===== src/rtl/lzwd_pkg.sv =====
// ----------------------------------------------------------------------------
// lzwd_pkg
// Shared constants and types of the variable-width LZW decoder.
// ----------------------------------------------------------------------------
`default_nettype none

package lzwd_pkg;

  // dictionary and stack geometry
  localparam int DictDepth  = 2048;
  localparam int DictAw     = $clog2(DictDepth);
  localparam int StackDepth = 2048;
  localparam int StackAw    = $clog2(StackDepth);
  localparam int CodeW      = 11;
  localparam int NfcW       = 12;
  localparam int LenW       = 12;
  localparam int StepW      = 11;
  localparam int AccW       = 24;
  localparam int HeldW      = 5;
  localparam int WidthW     = 4;

  // output chunking
  localparam int ChunkBytes = 32;
  localparam int ChunkIw    = $clog2(ChunkBytes);
  localparam int CntW       = 6;

  // code values
  localparam logic [CodeW-1:0]  CodeClear = 11'h100;
  localparam logic [CodeW-1:0]  CodeEnd   = 11'h101;
  localparam logic [NfcW-1:0]   CodeFirst = 12'h102;
  localparam logic [CodeW-1:0]  CodeRoot  = 11'h100;
  localparam logic [NfcW-1:0]   WidthBase = 12'h200;
  localparam logic [WidthW-1:0] MinWidth  = 4'd9;
  localparam logic [WidthW-1:0] MaxWidth  = 4'd11;
  localparam logic [StepW-1:0]  StepCap   = 11'd2046;

  // request from the code walker to the chunk emitter
  typedef struct packed {
    logic            start;
    logic            stream_end;
    logic [LenW-1:0] len;
  } emit_req_t;

endpackage

`default_nettype wire


===== src/rtl/lzwd_chunker.sv =====
// ----------------------------------------------------------------------------
// lzwd_chunker
// Reads the string stack back to front and packs bytes into output chunks.
// ----------------------------------------------------------------------------
`default_nettype none

module lzwd_chunker (
  input  wire logic                       clk,
  input  wire logic                       rst_n,
  input  wire lzwd_pkg::emit_req_t        req,
  output logic                            busy,
  output logic [lzwd_pkg::StackAw-1:0]    stk_raddr,
  input  wire logic [7:0]                 stk_rdata,
  output logic                            out_valid,
  input  wire logic                       out_ready,
  output logic [63:0]                     out_bytes_word_a,
  output logic [63:0]                     out_bytes_word_b,
  output logic [63:0]                     out_bytes_word_c,
  output logic [63:0]                     out_bytes_word_d,
  output logic [5:0]                      out_byte_count,
  output logic                            out_last_of_code,
  output logic                            out_stream_end
);
  import lzwd_pkg::*;

  typedef enum logic [2:0] {
    C_IDLE  = 3'b001,
    C_EMIT  = 3'b010,
    C_FLUSH = 3'b100
  } cstate_t;

  cstate_t                      state_r, state_nxt;
  logic [LenW-1:0]              len_r, len_nxt;
  logic [LenW-1:0]              iss_r, iss_nxt;
  logic [LenW-1:0]              done_r, done_nxt;
  logic [CntW-1:0]              cnt_r, cnt_nxt;
  logic [CntW-1:0]              icnt_r, icnt_nxt;
  logic                         pend_r, pend_nxt;
  logic                         end_r, end_nxt;
  logic [ChunkBytes-1:0][7:0]   buf_r, buf_nxt;
  logic                         ovalid_r, ovalid_nxt;
  logic [ChunkBytes*8-1:0]      odata_r, odata_nxt;
  logic [CntW-1:0]              ocnt_r, ocnt_nxt;
  logic                         olast_r, olast_nxt;
  logic                         oend_r, oend_nxt;
  logic                         can_issue;
  logic                         slot_free;
  logic [LenW-1:0]              rd_pos;

  assign rd_pos    = len_r - LenW'(1) - iss_r;
  assign stk_raddr = rd_pos[StackAw-1:0];
  assign can_issue = (icnt_r < CntW'(ChunkBytes)) && (iss_r < len_r);
  assign slot_free = !ovalid_r || out_ready;
  assign busy      = (state_r != C_IDLE);

  // emit sequencer
  always_comb begin
    state_nxt  = state_r;
    len_nxt    = len_r;
    iss_nxt    = iss_r;
    done_nxt   = done_r;
    cnt_nxt    = cnt_r;
    icnt_nxt   = icnt_r;
    pend_nxt   = 1'b0;
    end_nxt    = end_r;
    buf_nxt    = buf_r;
    ovalid_nxt = ovalid_r && !out_ready;
    odata_nxt  = odata_r;
    ocnt_nxt   = ocnt_r;
    olast_nxt  = olast_r;
    oend_nxt   = oend_r;
    unique case (state_r)
      C_IDLE: begin
        if (req.start) begin
          len_nxt   = req.len;
          end_nxt   = req.stream_end;
          iss_nxt   = '0;
          done_nxt  = '0;
          cnt_nxt   = '0;
          icnt_nxt  = '0;
          buf_nxt   = '0;
          state_nxt = req.stream_end ? C_FLUSH : C_EMIT;
        end
      end
      C_EMIT: begin
        // capture the word read last cycle
        if (pend_r) begin
          buf_nxt[cnt_r[ChunkIw-1:0]] = stk_rdata;
          cnt_nxt  = cnt_r + CntW'(1);
          done_nxt = done_r + LenW'(1);
        end
        // issue the next stack read
        if (can_issue) begin
          iss_nxt  = iss_r + LenW'(1);
          icnt_nxt = icnt_r + CntW'(1);
          pend_nxt = 1'b1;
        end else if (!pend_r) begin
          state_nxt = C_FLUSH;
        end
      end
      C_FLUSH: begin
        if (slot_free) begin
          ovalid_nxt = 1'b1;
          odata_nxt  = buf_r;
          ocnt_nxt   = cnt_r;
          olast_nxt  = !end_r;
          oend_nxt   = end_r;
          buf_nxt    = '0;
          cnt_nxt    = '0;
          icnt_nxt   = '0;
          if (end_r || (done_r == len_r)) begin
            state_nxt = C_IDLE;
          end else begin
            olast_nxt = 1'b0;
            state_nxt = C_EMIT;
          end
        end
      end
      default: state_nxt = C_IDLE;
    endcase
  end

  // control state
  always_ff @(posedge clk) begin
    if (!rst_n) begin
      state_r  <= C_IDLE;
      ovalid_r <= 1'b0;
      pend_r   <= 1'b0;
    end else begin
      state_r  <= state_nxt;
      ovalid_r <= ovalid_nxt;
      pend_r   <= pend_nxt;
    end
  end

  // counters and payload
  always_ff @(posedge clk) begin
    len_r   <= len_nxt;
    iss_r   <= iss_nxt;
    done_r  <= done_nxt;
    cnt_r   <= cnt_nxt;
    icnt_r  <= icnt_nxt;
    end_r   <= end_nxt;
    buf_r   <= buf_nxt;
    odata_r <= odata_nxt;
    ocnt_r  <= ocnt_nxt;
    olast_r <= olast_nxt;
    oend_r  <= oend_nxt;
  end

  assign out_valid        = ovalid_r;
  assign out_bytes_word_a = odata_r[63:0];
  assign out_bytes_word_b = odata_r[127:64];
  assign out_bytes_word_c = odata_r[191:128];
  assign out_bytes_word_d = odata_r[255:192];
  assign out_byte_count   = ocnt_r;
  assign out_last_of_code = olast_r;
  assign out_stream_end   = oend_r;

endmodule

`default_nettype wire


===== config.mk =====
export PLATFORM = sky130hd
export DESIGN_NAME = lzwd_chunker
export DESIGN_NICKNAME = d
export VERILOG_FILES = /design/src/rtl/lzwd_pkg.sv /design/src/rtl/lzwd_chunker.sv
export SDC_FILE = /design/constraint.sdc
export NUM_CORES = 1
export LEC_CHECK = 0
export ABC_AREA = 1
export BUFFER_PORTS_ARGS = -buffer_cell sky130_fd_sc_hd__buf_4
export CORE_MARGIN = 2
export CORE_UTILIZATION = 50
export DETAILED_ROUTE_END_ITERATION = 8
export PLACE_DENSITY = 0.71
export SLEW_MARGIN = 30
export SYNTH_ARGS = -nofsm -noshare
export SYNTH_HDL_FRONTEND = slang
export SYNTH_SLANG_ARGS = --single-unit
export TNS_END_PERCENT = 30

===== constraint.sdc =====
create_clock -name clk -period 53.3 [get_ports clk]
set_input_delay 10.66 -clock clk [delete_from_list [all_inputs] [get_ports clk]]
set_output_delay 10.66 -clock clk [all_outputs]
set_load 0.05 [all_outputs]

# Yosys cells after proc, flatten, opt, wreduce, memory -nomap -nowiden

Index checks and enable logic that the tools add are counted.

Add/subtract/negate cells: 6
Order comparisons: 4
Equality and inequality tests: 11
Mux-type cells: 28
Reductions and logical operators: 18

Operator list:

| kind                                                                                | number |
|---|---|
| 256-bit two-way mux                                                                 | 3 |
| 256-bit case mux with 3 select lines                                                | 1 |
| 256-bit bitwise mux                                                                 | 1 |
| 12-bit case mux with 2 select lines                                                 | 2 |
| 8-bit demux with 5-bit select                                                       | 1 |
| 12-bit two-way mux                                                                  | 3 |
| 6-bit case mux with 3 select lines                                                  | 2 |
| 12-bit by 1-bit adder with 12-bit output, second input constant                     | 2 |
| 6-bit two-way mux                                                                   | 4 |
| 3-bit two-way mux                                                                   | 5 |
| 6-bit by 1-bit adder with 6-bit output, second input constant                       | 2 |
| 12-bit equality test                                                                | 1 |
| 12-bit < comparator                                                                 | 1 |
| 2-bit != test, second input constant                                                | 6 |
| 4-bit AND reduction                                                                 | 3 |
| 11-bit by 1-bit subtractor with 11-bit output, second input constant                | 1 |
| 11-bit subtractor                                                                   | 1 |
| 3-bit case mux with 3 select lines                                                  | 1 |
| 8-bit two-way mux                                                                   | 1 |
| 5-bit by 6-bit < comparator with 1-bit output, second input constant                | 1 |
| 6-bit < comparator, second input constant                                           | 1 |
| 2-bit AND reduction                                                                 | 3 |
| 3-bit AND reduction                                                                 | 2 |
| 5-bit by 1-bit greater-or-equal comparator with 1-bit output, second input constant | 1 |
| other kinds (11)                                                                    | 18 |

Bits in registers: 574
Input bits: 25
Output and inout port bits: 277
Logic and storage cells: 112

# Logic depth before layout (Yosys ltp)

Depth after elaboration: 7
Depth in mapped cells: 13
Depth with buffers taken out: 13

# Worst setup path before layout

Ideal clock, no wire load.

Kind: input port to flip-flop
Start point: input port out_ready
End point: register odata_r[0], enable pin
Library setup time: 0.977 ns
Arrival time: 23.398 ns
Setup slack: 28.925 ns
Stages on the path: 2
Cell sequence: inv_1 a21oi_1

Word-level cells in the longest chain between the ends: 2

Ends and longest elaborated chain:

| what                          | RTL line            | text |
|---|---|---|
| start: declaration            | lzwd_chunker.sv:15  | `input wire logic out_ready,` |
| 1-bit logical OR              | lzwd_chunker.sv:53  | `assign slot_free = !ovalid_r \|\| out_ready;` |
| 2-bit AND reduction (no line) | --                  |  |
| end signal: assignment        | lzwd_chunker.sv:145 | `odata_r <= odata_nxt;` |
| end: declaration              | lzwd_chunker.sv:42  | `logic [ChunkBytes*8-1:0] odata_r, odata_nxt;` |

No other way between the ends.
A chain may end at the register's enable or synchronous reset.

# Worst setup path in the final report

Start point: register iss_r[0]
End point: output port stk_raddr[10] (netlist bit)

Word-level cells in the longest chain between the ends: 1

Ends and longest elaborated chain:

| what                     | RTL line            | text |
|---|---|---|
| start: declaration       | lzwd_chunker.sv:34  | `logic [LenW-1:0] iss_r, iss_nxt;` |
| start signal: assignment | lzwd_chunker.sv:139 | `iss_r <= iss_nxt;` |
| 11-bit subtractor        | lzwd_chunker.sv:50  | `assign rd_pos = len_r - LenW'(1) - iss_r;` |
| end: declaration         | lzwd_chunker.sv:12  | `output logic [lzwd_pkg::StackAw-1:0] stk_raddr,` |

No other way between the ends.

==> flow_summary.yaml <==
run_status:
  status: "completed"
critical_path:
  timing.critical_path.to_type: "primary output"
  cp_slowest_cell: "edfxtp_1"
  cpMostUsedCell: "nand2_1"
  required_ns: 42.64
  cp_max_fo: 3
  max_stage_delay_ns: 0.41
  critPathTopFamily: "simple AND/OR/NAND/NOR gates"
  crit_chain: "inv_1, ha_1, inv_1, fa_1, or2_2, nand2_1, nand3_1, nand2_1, nand2_1, nand2_1, xor2_1, buf_4"
  worstPathArrival_ns: 3.00
  crit_buf_inv: 3
  worstSetupStartpointType: "flop"
  crit_type: "flop to primary output"
clock_tree:
  clock-sinks: 574
  cts_tree: "built"
  cts_made_buffers: 56
  clock_path_buffers: 3
  clk_pin_slew_worst_paths_ns: 0.06
  insertion_delay_ns: 0.60
  post_cts.repair.setup_buffers: 0
  cts_resized: 0
  htreeDepth: 2
  clock-root-buffer: "clkbuf_16"
  ctsHoldBuffers: 0
pwr:
  ir_worst_vdd_mv: 0.0470
  total_power_uw: 1330
  power_leakage_uw: 0.0106
  power_density_nw_per_um2: 47.8
floorplanning:
  die_h_um: 219
  row_count: 78
  io_pins: 302
  core_um2: 45500
  start_util: 0.507
  fp.dieArea_um2: 47900
  die_x_um: 219
timing:
  finalSetupViolations: 0
  skew_ns: 0.0116
  tightestPinTransition_ns: 0.909
  grt_setup_unrepaired: "no"
  fmax_mhz: 73.2
  finalCritPeriodShare: 0.256
  hold-worst-slack_ns: 0.438
  min_period_ns: 13.66
  slew_headroom: 0.394
  timing.final.hold_violations: 0
  final_max_slew_viol_count: 0
  setup-tns-final_ns: 0
route:
  wl_per_cell_um: 19.9
  drc: 0
  wl_mm: 55.2
  antenna_left: 0
  vias: 14919
  vias_per_cell: 5.37
  drt_first_pass_iters: 6
  first_iter_violations: 1580
synthesis:
  synth_area_um2: 23100
  yosys_warnings: 0
  syn-num-nets: 1887
  synth_seq_area_share: 0.745
  postSynthAreaPerCell_um2: 12.6
  syn_inst: 1832
  synth-seq-cells: 574
  synth.distinct_cells: 29
global_route:
  antenna_found_initial: 0
  grt_pass1_vias: 14016
  grt-ovfl-total: 0
  gr-usage-all-layers: 0.225
  grt_max_degree: 123
  grt_pass1_wl_mm: 81.5
cells_and_area:
  area_growth_pct: 20.8
  final_core_util: 0.613
  layout_commonest_cell: "edfxtp_1"
  final_cell_mix: "edfxtp_1, buf_4, nor2_1"
  nets: 2187
  diodes: 0
  drive_gt1_frac: 0.201
job:
  timing.max_cap.violations: 0
placed_design:
  port_buffers: 301
  routabilityCongestion: 0.871
  dp_hpwl_mm: 34.2
hold_path:
  hp-class: "flop to flop"
## flip-flops by register name, summed over array words and instances, names as in the netlist
| name | cells |
|---|---|
| state_r | 3 |
| out_valid | 1 |
| iss_r | 12 |
| end_r | 1 |
| out_stream_end | 1 |
| odata_r | 256 |
| len_r | 12 |
| cnt_r | 6 |
| buf_r | 256 |
| out_last_of_code | 1 |
| pend_r | 1 |
| icnt_r | 6 |
| out_byte_count | 6 |
| done_r | 12 |
## layout make-up
type / count / area (µm²)
Multi-Input combinational cell: 995 / 4880
Timing Repair Buffer: 319 / 2460
Fill cell: 3516 / 17600
Sequential cell: 574 / 17200
Tap cell: 600 / 751
Inverter: 186 / 698
Clock buffer: 67 / 1490
Clock inverter: 38 / 427
## through the flow
stage | area [µm²] | std cells | setup WS (ns)
floorplan | 23100 | 1832 | 28.92
global placement | 25900 | 2671 | 39.13
detailed placement | 25900 | 2672 | 39.42
CTS | 27800 | 2777 | 39.57
global route | 27900 | 2779 | 39.43
finish | 27900 | 2779 | 39.64
## cell usage after synthesis
library cell / n / area (µm²)
edfxtp_1: 569 / 17100
nor2_1: 292 / 1100
o21ai_0: 224 / 1120
inv_1: 177 / 664
a21oi_1: 170 / 851
nand2_1: 144 / 541
nand3_1: 77 / 385
buf_2: 32 / 160
clkbuf_1: 32 / 120
ha_1: 29 / 363
nor2_4: 12 / 135
nor3_1: 12 / 60.1
buf_1: 11 / 41.3
xor2_1: 11 / 96.3
inv_2: 8 / 30.0
xnor2_1: 8 / 70.1
dfxtp_1: 5 / 100
nand4_1: 3 / 18.8
buf_4: 2 / 15.0
nor3_2: 2 / 20.0
nor4_1: 2 / 12.5
o21bai_1: 2 / 15.0
or2_2: 2 / 12.5
clkinv_1: 1 / 3.75
fa_1: 1 / 20.0
nand2_2: 1 / 6.26
nand3b_1: 1 / 7.51
nor2_2: 1 / 6.26
nor3_4: 1 / 16.3
## layer usage
layer / share of wire / track usage / vias to the layer above
met3: 0.093 / 0.0546 / 77
met1: 0.40 / 0.305 / 7166
li1: - / - / 6993
met5: 0 / 0 / -
met4: 0.024 / 0.0669 / 0
met2: 0.48 / 0.365 / 683
## final timing paths
kind	startpoint	end	slack, ns	depth (start not counted)
setup / recovery	iss_r[0]	stk_raddr[10]	39.64	12
hold / removal	buf_r[157]	odata_r[157]	0.44	0
setup reg to reg	state_r[0]	buf_r[62]	49.98	8
hold reg to reg	buf_r[157]	odata_r[157]	0.44	0
## report_power, final
part / total [µW] / internal, µW / leakage [µW] / switching [µW]
Clock: 409 / 239 / 0.000922 / 170
Combinational: 249 / 60.0 / 0.00418 / 189
Sequential: 676 / 626 / 0.00551 / 50.3
Total: 1330 / 924 / 0.0106 / 410
## logic make-up (layout without fill, tap and decap cells)
group,count (synthesis),after routing,synth area share
AND/OR/NAND/NOR,550,550,0.100
flip-flops,574,574,0.745
XOR/XNOR,19,19,0.00721
buffers and inverters,263,610,0.0448
AO/OA/AOI/OAI,396,396,0.0861
adder cells (fa/ha/maj),30,30,0.0166
No activity file was read; power rests on OpenSTA's default activity.
